### src/rtl/step_detector_peak_qualifier_assert.svh
// assertion macros shared by the step detector rtl
`ifndef STEP_DETECTOR_PEAK_QUALIFIER_ASSERT_SVH
`define STEP_DETECTOR_PEAK_QUALIFIER_ASSERT_SVH

`ifndef SYNTHESIS

// check with the property disabled while reset is high
`define SDPQ_ASSERT(label, clk, rst, prop) \
  label: assert property (@(posedge clk) disable iff (rst) prop) \
    else $error("sdpq assertion failed");

// check that also runs during reset
`define SDPQ_CHECK(label, clk, prop) \
  label: assert property (@(posedge clk) prop) \
    else $error("sdpq check failed");

`else

`define SDPQ_ASSERT(label, clk, rst, prop)
`define SDPQ_CHECK(label, clk, prop)

`endif

`endif

### src/rtl/sdpq_pkg.sv
// shared types and constants of the step detector
`timescale 1ns / 1ps

package sdpq_pkg;

  // configuration register indexes
  localparam int unsigned CFG_IDX_W = 4;
  localparam logic [CFG_IDX_W-1:0] REG_LOW_PASS_ALPHA = 4'd0;
  localparam logic [CFG_IDX_W-1:0] REG_GRAVITY_ALPHA  = 4'd1;
  localparam logic [CFG_IDX_W-1:0] REG_ENTER_THRESH   = 4'd2;
  localparam logic [CFG_IDX_W-1:0] REG_EXIT_THRESH    = 4'd3;
  localparam logic [CFG_IDX_W-1:0] REG_MIN_PEAK_LEVEL = 4'd4;
  localparam logic [CFG_IDX_W-1:0] REG_MIN_PEAK_WIDTH = 4'd5;
  localparam logic [CFG_IDX_W-1:0] REG_MAX_PEAK_WIDTH = 4'd6;
  localparam logic [CFG_IDX_W-1:0] REG_MIN_STEP_GAP   = 4'd7;

  // register reset values
  localparam logic [15:0] RST_LOW_PASS_ALPHA = 16'd13107;
  localparam logic [15:0] RST_GRAVITY_ALPHA  = 16'd655;
  localparam logic [15:0] RST_ENTER_THRESH   = 16'd614;
  localparam logic [15:0] RST_EXIT_THRESH    = 16'd205;
  localparam logic [15:0] RST_MIN_PEAK_LEVEL = 16'd819;
  localparam logic [15:0] RST_MIN_PEAK_WIDTH = 16'd50;
  localparam logic [15:0] RST_MAX_PEAK_WIDTH = 16'd400;
  localparam logic [15:0] RST_MIN_STEP_GAP   = 16'd250;

  // sample format
  localparam int unsigned SAMPLE_FRAC_BITS = 12;

  // input queue depth between front and back
  localparam int unsigned QDEPTH = 2;
  localparam int unsigned QPTR_W = $clog2(QDEPTH);
  localparam int unsigned QCNT_W = $clog2(QDEPTH + 1);

  // configuration register set
  typedef struct packed {
    logic [15:0] low_pass_alpha;
    logic [15:0] gravity_alpha;
    logic [15:0] enter_thresh;
    logic [15:0] exit_thresh;
    logic [15:0] min_peak_level;
    logic [15:0] min_peak_width;
    logic [15:0] max_peak_width;
    logic [15:0] min_step_gap;
  } cfg_t;

  // one queued sample, tagged by the front
  typedef struct packed {
    logic [15:0] accel_magnitude;
    logic [31:0] time_ms;
    logic        seed;
  } item_t;

endpackage

### src/rtl/step_detector_peak_qualifier.sv
// top level: configuration registers, sample front end and step back end
//
// Usage:
//   Samples enter on in_valid / in_stall with accel_magnitude (unsigned Q4.12 g)
//   and time_ms. A transaction completes when in_valid is high and in_stall low.
//   Each sample yields exactly one result transaction on out_valid / out_stall
//   carrying step, in sample order.
//   Registers are written on cfg_valid / cfg_ready (cfg_ready is always high)
//   with cfg_index and cfg_data; indexes past the last register are ignored.
//   Write them only while no sample is in flight.
// Timing:
//   A two-entry queue sits between input and the filter sequencer. The
//   sequencer handles one sample at a time: two multiply / update passes
//   through one shared multiplier, then the peak decision; the seed sample
//   goes from loading the filters straight to the decision. The queue keeps
//   accepting samples into any free entry while the sequencer works.
// Reset:
//   rst is synchronous, active high; it empties the queue, restores register
//   defaults, sets filters to one, clears peak state; first sample seeds them.
// Backpressure:
//   While out_stall holds a result, the sequencer waits in its decision step
//   and the queue fills; in_stall rises once both queue entries are taken.
`timescale 1ns / 1ps

module step_detector_peak_qualifier #(
  parameter int unsigned FILTER_FRAC_BITS = 28
) (
  input  logic                               clk,
  input  logic                               rst,
  input  logic                               in_valid,
  output logic                               in_stall,
  input  logic [15:0]                        accel_magnitude,
  input  logic [31:0]                        time_ms,
  output logic                               out_valid,
  input  logic                               out_stall,
  output logic                               step,
  input  logic                               cfg_valid,
  output logic                               cfg_ready,
  input  logic [sdpq_pkg::CFG_IDX_W-1:0]     cfg_index,
  input  logic [15:0]                        cfg_data
);

  sdpq_pkg::cfg_t   cfg;
  logic             q_valid;
  sdpq_pkg::item_t  q_item;
  logic             q_pop;

  assign cfg_ready = 1'b1;

  // configuration register file
  always_ff @(posedge clk) begin
    if (rst) begin
      cfg.low_pass_alpha <= sdpq_pkg::RST_LOW_PASS_ALPHA;
      cfg.gravity_alpha  <= sdpq_pkg::RST_GRAVITY_ALPHA;
      cfg.enter_thresh   <= sdpq_pkg::RST_ENTER_THRESH;
      cfg.exit_thresh    <= sdpq_pkg::RST_EXIT_THRESH;
      cfg.min_peak_level <= sdpq_pkg::RST_MIN_PEAK_LEVEL;
      cfg.min_peak_width <= sdpq_pkg::RST_MIN_PEAK_WIDTH;
      cfg.max_peak_width <= sdpq_pkg::RST_MAX_PEAK_WIDTH;
      cfg.min_step_gap   <= sdpq_pkg::RST_MIN_STEP_GAP;
    end else if (cfg_valid && cfg_ready) begin
      unique case (cfg_index)
        sdpq_pkg::REG_LOW_PASS_ALPHA: cfg.low_pass_alpha <= cfg_data;
        sdpq_pkg::REG_GRAVITY_ALPHA:  cfg.gravity_alpha  <= cfg_data;
        sdpq_pkg::REG_ENTER_THRESH:   cfg.enter_thresh   <= cfg_data;
        sdpq_pkg::REG_EXIT_THRESH:    cfg.exit_thresh    <= cfg_data;
        sdpq_pkg::REG_MIN_PEAK_LEVEL: cfg.min_peak_level <= cfg_data;
        sdpq_pkg::REG_MIN_PEAK_WIDTH: cfg.min_peak_width <= cfg_data;
        sdpq_pkg::REG_MAX_PEAK_WIDTH: cfg.max_peak_width <= cfg_data;
        sdpq_pkg::REG_MIN_STEP_GAP:   cfg.min_step_gap   <= cfg_data;
        default:                      cfg                <= cfg;
      endcase
    end
  end

  // sample acceptance and queue
  sdpq_front u_front (
    .clk             (clk),
    .rst             (rst),
    .in_valid        (in_valid),
    .in_stall        (in_stall),
    .accel_magnitude (accel_magnitude),
    .time_ms         (time_ms),
    .q_valid         (q_valid),
    .q_item          (q_item),
    .q_pop           (q_pop)
  );

  // filters, peak logic and result
  sdpq_back #(
    .FILTER_FRAC_BITS (FILTER_FRAC_BITS)
  ) u_back (
    .clk       (clk),
    .rst       (rst),
    .cfg       (cfg),
    .q_valid   (q_valid),
    .q_item    (q_item),
    .q_pop     (q_pop),
    .out_valid (out_valid),
    .out_stall (out_stall),
    .step      (step)
  );

endmodule

### src/rtl/sdpq_front.sv
// input acceptance, seed tagging and two-entry sample queue
`timescale 1ns / 1ps
`include "step_detector_peak_qualifier_assert.svh"

module sdpq_front (
  input  logic                clk,
  input  logic                rst,
  input  logic                in_valid,
  output logic                in_stall,
  input  logic [15:0]         accel_magnitude,
  input  logic [31:0]         time_ms,
  output logic                q_valid,
  output sdpq_pkg::item_t     q_item,
  input  logic                q_pop
);

  sdpq_pkg::item_t                 entries [sdpq_pkg::QDEPTH];
  logic [sdpq_pkg::QPTR_W-1:0]     rd_ptr;
  logic [sdpq_pkg::QPTR_W-1:0]     wr_ptr;
  logic [sdpq_pkg::QCNT_W-1:0]     cnt;
  logic                            primed;
  logic                            push;
  logic                            pop;

  // handshake
  assign in_stall = (cnt == sdpq_pkg::QCNT_W'(sdpq_pkg::QDEPTH));
  assign push     = in_valid && !in_stall;
  assign pop      = q_pop && q_valid;
  assign q_valid  = (cnt != '0);
  assign q_item   = entries[rd_ptr];

  // queue storage, first sample after reset tagged as seed
  always_ff @(posedge clk) begin
    if (push) begin
      entries[wr_ptr] <= '{accel_magnitude: accel_magnitude,
                           time_ms: time_ms,
                           seed: !primed};
    end
  end

  // pointers, fill count, primed flag
  always_ff @(posedge clk) begin
    if (rst) begin
      rd_ptr <= '0;
      wr_ptr <= '0;
      cnt    <= '0;
      primed <= 1'b0;
    end else begin
      if (push) begin
        wr_ptr <= wr_ptr + 1'b1;
        primed <= 1'b1;
      end
      if (pop) begin
        rd_ptr <= rd_ptr + 1'b1;
      end
      case ({push, pop})
        2'b10:   cnt <= cnt + 1'b1;
        2'b01:   cnt <= cnt - 1'b1;
        default: cnt <= cnt;
      endcase
    end
  end

  // checks
  `SDPQ_ASSERT(a_cnt_bound, clk, rst, cnt <= sdpq_pkg::QCNT_W'(sdpq_pkg::QDEPTH))
  `SDPQ_ASSERT(a_pop_nonempty, clk, rst, q_pop |-> cnt != '0)
  `SDPQ_ASSERT(a_primed_sticks, clk, rst, primed |=> primed)
  `SDPQ_CHECK(a_reset_empty, clk, rst |=> (cnt == '0 && !primed))

endmodule

### src/rtl/sdpq_back.sv
// filter sequencer, peak qualification and result register
`timescale 1ns / 1ps
`include "step_detector_peak_qualifier_assert.svh"

module sdpq_back #(
  parameter int unsigned FILTER_FRAC_BITS = 28
) (
  input  logic             clk,
  input  logic             rst,
  input  sdpq_pkg::cfg_t   cfg,
  input  logic             q_valid,
  input  sdpq_pkg::item_t  q_item,
  output logic             q_pop,
  output logic             out_valid,
  input  logic             out_stall,
  output logic             step
);

  localparam int unsigned LW = FILTER_FRAC_BITS + 4;
  localparam int unsigned DW = LW + 1;
  localparam int unsigned PW = LW + 16;
  localparam int unsigned S  = FILTER_FRAC_BITS - sdpq_pkg::SAMPLE_FRAC_BITS;
  localparam logic [LW-1:0] ONE = LW'(1) << FILTER_FRAC_BITS;

  typedef enum logic [2:0] {
    S_LP_MUL,
    S_LP_UPD,
    S_GR_MUL,
    S_GR_UPD,
    S_DECIDE
  } state_t;

  state_t                state;
  logic [LW-1:0]         lp;
  logic [LW-1:0]         gr;
  logic [PW-1:0]         prod;
  logic                  neg;
  logic                  in_peak;
  logic signed [DW-1:0]  peak_max;
  logic [31:0]           peak_start;
  logic [31:0]           last_step;

  logic [LW-1:0]         x;
  logic [LW-1:0]         mul_tgt;
  logic [LW-1:0]         lvl_sel;
  logic [15:0]           alpha_sel;
  logic signed [DW-1:0]  diff;
  logic [LW-1:0]         mag;
  logic [LW-1:0]         floor_q;
  logic [LW-1:0]         ceil_q;
  logic [LW-1:0]         lvl_next;

  logic signed [DW-1:0]  dyn;
  logic signed [DW-1:0]  enter_s;
  logic signed [DW-1:0]  exit_s;
  logic signed [DW-1:0]  level_s;
  logic signed [DW-1:0]  peak_max_next;
  logic [31:0]           width_ms;
  logic [31:0]           gap_ms;
  logic                  closing;
  logic                  qualifies;
  logic                  dec_fire;

  // sample in filter format
  assign x = LW'(q_item.accel_magnitude) << S;

  // shared multiply operands: low-pass first, then gravity
  always_comb begin
    if (state == S_LP_MUL || state == S_LP_UPD) begin
      lvl_sel   = lp;
      mul_tgt   = x;
      alpha_sel = cfg.low_pass_alpha;
    end else begin
      lvl_sel   = gr;
      mul_tgt   = lp;
      alpha_sel = cfg.gravity_alpha;
    end
  end

  // difference magnitude into the multiplier
  assign diff = $signed({1'b0, mul_tgt}) - $signed({1'b0, lvl_sel});
  assign mag  = diff[DW-1] ? LW'(-diff) : diff[LW-1:0];

  // floor step up, ceiling step down
  assign floor_q  = prod[PW-1:16];
  assign ceil_q   = floor_q + LW'(|prod[15:0]);
  assign lvl_next = neg ? (lvl_sel - ceil_q) : (lvl_sel + floor_q);

  // dynamic value and scaled thresholds
  assign dyn     = $signed({1'b0, lp}) - $signed({1'b0, gr});
  assign enter_s = DW'($signed(cfg.enter_thresh)) <<< S;
  assign exit_s  = DW'($signed(cfg.exit_thresh)) <<< S;
  assign level_s = DW'($signed(cfg.min_peak_level)) <<< S;

  // peak qualification
  assign peak_max_next = (dyn > peak_max) ? dyn : peak_max;
  assign width_ms      = q_item.time_ms - peak_start;
  assign gap_ms        = q_item.time_ms - last_step;
  assign closing       = dyn < exit_s;
  assign qualifies     = (peak_max_next >= level_s)
                      && (width_ms >= 32'(cfg.min_peak_width))
                      && (width_ms <= 32'(cfg.max_peak_width))
                      && ((last_step == '0) || (gap_ms >= 32'(cfg.min_step_gap)));

  assign dec_fire = (state == S_DECIDE) && !(out_valid && out_stall);
  assign q_pop    = dec_fire;

  // sequencer, filter state, peak state and result register
  always_ff @(posedge clk) begin
    if (rst) begin
      state      <= S_LP_MUL;
      lp         <= ONE;
      gr         <= ONE;
      in_peak    <= 1'b0;
      peak_max   <= '0;
      peak_start <= '0;
      last_step  <= '0;
      out_valid  <= 1'b0;
      step       <= 1'b0;
    end else begin
      if (out_valid && !out_stall && !dec_fire) begin
        out_valid <= 1'b0;
      end
      unique case (state)
        S_LP_MUL: begin
          if (q_valid) begin
            if (q_item.seed) begin
              lp    <= x;
              gr    <= x;
              state <= S_DECIDE;
            end else begin
              prod  <= PW'(mag) * PW'(alpha_sel);
              neg   <= diff[DW-1];
              state <= S_LP_UPD;
            end
          end
        end
        S_LP_UPD: begin
          lp    <= lvl_next;
          state <= S_GR_MUL;
        end
        S_GR_MUL: begin
          prod  <= PW'(mag) * PW'(alpha_sel);
          neg   <= diff[DW-1];
          state <= S_GR_UPD;
        end
        S_GR_UPD: begin
          gr    <= lvl_next;
          state <= S_DECIDE;
        end
        S_DECIDE: begin
          if (dec_fire) begin
            out_valid <= 1'b1;
            step      <= !q_item.seed && in_peak && closing && qualifies;
            state     <= S_LP_MUL;
            if (!q_item.seed) begin
              if (!in_peak) begin
                if (dyn > enter_s) begin
                  in_peak    <= 1'b1;
                  peak_max   <= dyn;
                  peak_start <= q_item.time_ms;
                end
              end else if (closing) begin
                if (qualifies) begin
                  last_step <= q_item.time_ms;
                end
                in_peak  <= 1'b0;
                peak_max <= '0;
              end else if (width_ms > 32'(cfg.max_peak_width)) begin
                in_peak  <= 1'b0;
                peak_max <= '0;
              end else begin
                peak_max <= peak_max_next;
              end
            end
          end
        end
        default: state <= S_LP_MUL;
      endcase
    end
  end

  // checks
  `SDPQ_ASSERT(a_head_held, clk, rst, (state != S_LP_MUL) |-> q_valid)
  `SDPQ_ASSERT(a_result_out, clk, rst, dec_fire |=> out_valid)
  `SDPQ_ASSERT(a_seed_no_step, clk, rst, (dec_fire && q_item.seed) |=> !step)
  `SDPQ_ASSERT(a_idle_peak_clear, clk, rst, !in_peak |-> peak_max == '0)

endmodule

### config.mk
export PLATFORM = sky130hd
export DESIGN_NAME = step_detector_peak_qualifier
export DESIGN_NICKNAME = d
export VERILOG_FILES = /design/src/rtl/sdpq_pkg.sv /design/src/rtl/step_detector_peak_qualifier.sv /design/src/rtl/sdpq_front.sv /design/src/rtl/sdpq_back.sv
export VERILOG_INCLUDE_DIRS = /design/src /design/src/rtl
export SDC_FILE = /design/constraint.sdc
export NUM_CORES = 2
export LEC_CHECK = 0
export BUFFER_PORTS_ARGS = -buffer_cell sky130_fd_sc_hd__buf_2
export CAP_MARGIN = 10
export CORE_UTILIZATION = 40
export DETAILED_ROUTE_END_ITERATION = 12
export PLACE_DENSITY_LB_ADDON = 0.25
export RECOVER_POWER = 100
export SYNTH_ARGS = -nofsm -noshare
export SYNTH_HDL_FRONTEND = slang
export SYNTH_SLANG_ARGS = --single-unit
### constraint.sdc
create_clock -name clk -period 25.3 [get_ports clk]
set_input_delay 6.325 -clock clk [delete_from_list [all_inputs] [get_ports clk]]
set_output_delay 6.325 -clock clk [all_outputs]
set_load 0.05 [all_outputs]
==> qor.yml <==
status:
  outcome: "finished, violations left"
  violations: "capacitance limit, slew limit"
synth:
  synth_most_common_cell: "inv_1"
  ys_seq_elements: 448
  netlist_top_cells_area: "fa_1 (17%), dfxtp_1 (12%), ha_1 (11%)"
  yosys.area.top_type: "fa_1"
  synth_nets: 6915
  synth-edff-count: 147
  yosysUniqueCellTypes: 117
  synth_area_mm2: 0.0499
  netlist.area_leader.share_pct: 17.1
  yosysWarnings: 0
  netlist_instances: 5972
  avgSynthCellArea_um2: 8.35
  ys.flop_type: "dfxtp_1"
  yosysSeqAreaShare_pct: 20.9
  async_reset_ff_share_pct: 0
  synth_commonest_cells: "inv_1 (787), nand2_1 (769), nor2_1 (508), ha_1 (445), fa_1 (425)"
floorplan:
  dieArea_mm2: 0.126
  initial_utilization_pct: 40.4
  coreArea_mm2: 0.124
  chipHeight_um: 355
  placementRows: 129
  die_w_um: 355
  io_pins: 77
cts:
  clk_latency_ns: 0.64
  htreeDepth: 2
  cts_tree: "done"
  cts_sinks: 448
  numCtsBuffers: 52
  cts_buffer_depth: 3
  cts-root-buf: "clkbuf_16"
  ctsResizeCount: 0
  postCtsSetupRepairBufs: 0
  cts_hold_buf: 0
  cts.clk_slew.worst_paths_ns: 0.07
detailed_routing:
  vias: 42823
  finalWirelength_mm: 159
  drtAntennaViolNets: 0
  drt_iter0_markers: 3738
  vias_per_cell: 5.63
  drc_errors: 0
  wl_per_cell_um: 20.9
  first_pass_iters: 7
finish:
  area_growth_pct: 7.60
  nets: 6868
  drive_gt1_share_pct: 5.91
setup_path:
  cp-start-kind: "flip-flop"
  crit_slowest_cell: "clkbuf_1"
  crit_top_cell: "fa_1"
  r2r_slack_ns: 8.92
  crit_path_end_kind: "flip-flop"
  crit_required_ns: 25.69
  critPathMaxFanout: 78
  reg2reg_depth: 35
  cp.arrival_ns: 16.76
  critPathMaxStageDelay_ns: 2.75
  crit_type: "flip-flop to flip-flop"
grt:
  grt_pass1_vias: 41449
  grt_pass1_wl_mm: 247
  grt_start_max_net_pins: 95
  antenna_found_initial: 16
  grt-ovfl-total: 0
  grt_use_total_pct: 25.0
sta:
  worstMarginPinSlew_ns: 5.15
  timing.final.crit_share_pct: 64.7
  relSlewSlack_pct: -243
  skew_ns: 0.0289
  tns_ns: 0
  max_freq_mhz: 61.1
  final_hold_viol_count: 0
  final-max-slew-violation-count: 547
  min_period_ns: 16.38
  finalSetupViolCount: 0
  rsz0062_at_grt: "false"
  hold_ws_ns: 0.456
placement:
  numPortBuffers: 75
  hpwl_mm: 122
  place_congestion: 0.935
job:
  cap_viol_max_count: 8
hold_path:
  hp-class: "flip-flop to flip-flop"
  min_path_cells: 2
==> sequential cells by signal, summed over array words and instances (netlist names), 2 cells and up, named ones only <==
| register | flops |
|---|---|
| cfg | 128 |
| u_front.entries | 98 |
| u_back.prod | 48 |
| u_back.peak_max | 33 |
| u_back.gr | 32 |
| u_back.last_step | 32 |
| u_back.lp | 32 |
| u_back.peak_start | 32 |
| u_back.state | 3 |
| u_front.cnt | 2 |
==> layout by cell type (no fill, tap or decap), drive strengths merged, types with 23 or more instances in the layout <==
cell      n
a21oi   399
nor2    511
nand2b   50
inv     793
and3     36
and4b    32
nand2   769
a211oi   95
nor3     61
xnor2   156
xor2     70
nor2b    52
o21bai   27
nand4    49
mux2     47
nor4     49
a22oi    23
clkbuf  106
and2     71
edfxtp  147
o21a     44
fa      425
o21ai   243
a21o    139
a32o     34
a31oi    56
ha      445
nand3   102
buf     122
o211ai   58
dfxtp   301
mux2i   114
==> metrics by stage <==
stage | setup slack [ns] | std cells | area (µm²) | util, %
after floorplan | 13.08 | 5972 | 49900 | -
after global placement | 12.94 | 7504 | 52000 | 42.0
after detailed placement | 12.79 | 7504 | 52000 | 42.0
after CTS | 12.72 | 7601 | 53700 | 43.5
after global routing | 7.93 | 7606 | 53700 | 43.4
final | 8.92 | 7606 | 53700 | 43.4
==> kinds of logic after synthesis <==
| kind of cell | after synthesis | share of synthesized area [%] |
|---|---|---|
| simple gates | 1890 | 17.5 |
| fa+ha+maj | 878 | 28.4 |
| other cells | 1 | 0.00752 |
| flops | 448 | 20.9 |
| xor+xnor | 226 | 4.01 |
| mux | 161 | 3.35 |
| compound gates | 1316 | 17.5 |
| buf+inv | 1052 | 8.24 |
==> critical path, delay by kind of cell, from the launching register on <==
family                     cells  cell delay [ns]
and+or+nand+nor                4             1.09
xor gates and xnor gates       2             0.93
AOI/OAI and AO/OA             14             4.36
buffers and inverters          7             4.73
adders and majority gates      8             4.03
DFF                            1             0.84
==> worst paths after layout <==
kind                         from               to
hold / removal            cfg[38]          cfg[38]
setup reg to reg  u_back.state[1]  u_back.prod[46]
hold reg to reg           cfg[38]          cfg[38]
setup / recovery  u_back.state[1]  u_back.prod[46]
==> layer usage <==
metal  wire length, µm  GRT usage (%)
met1             73800           36.4
met2             68500           38.3
met3             11700           3.25
met4              5240           7.97
met5                13              0
==> cell type report <==
| type | count | area, µm² |
|---|---|---|
| well taps | 1637 | 2050 |
| clock buffers | 66 | 1480 |
| inverters | 789 | 2960 |
| repair buffers | 162 | 961 |
| fillers | 12494 | 69900 |
| diodes | 1 | 2.50 |
| clock inverters | 31 | 304 |
| flip-flops and latches | 448 | 10400 |
| multi-input cells | 4472 | 35500 |
Power is not shown: default switching activity piles up to over one toggle a cycle in this logic, so the estimate is an artifact.
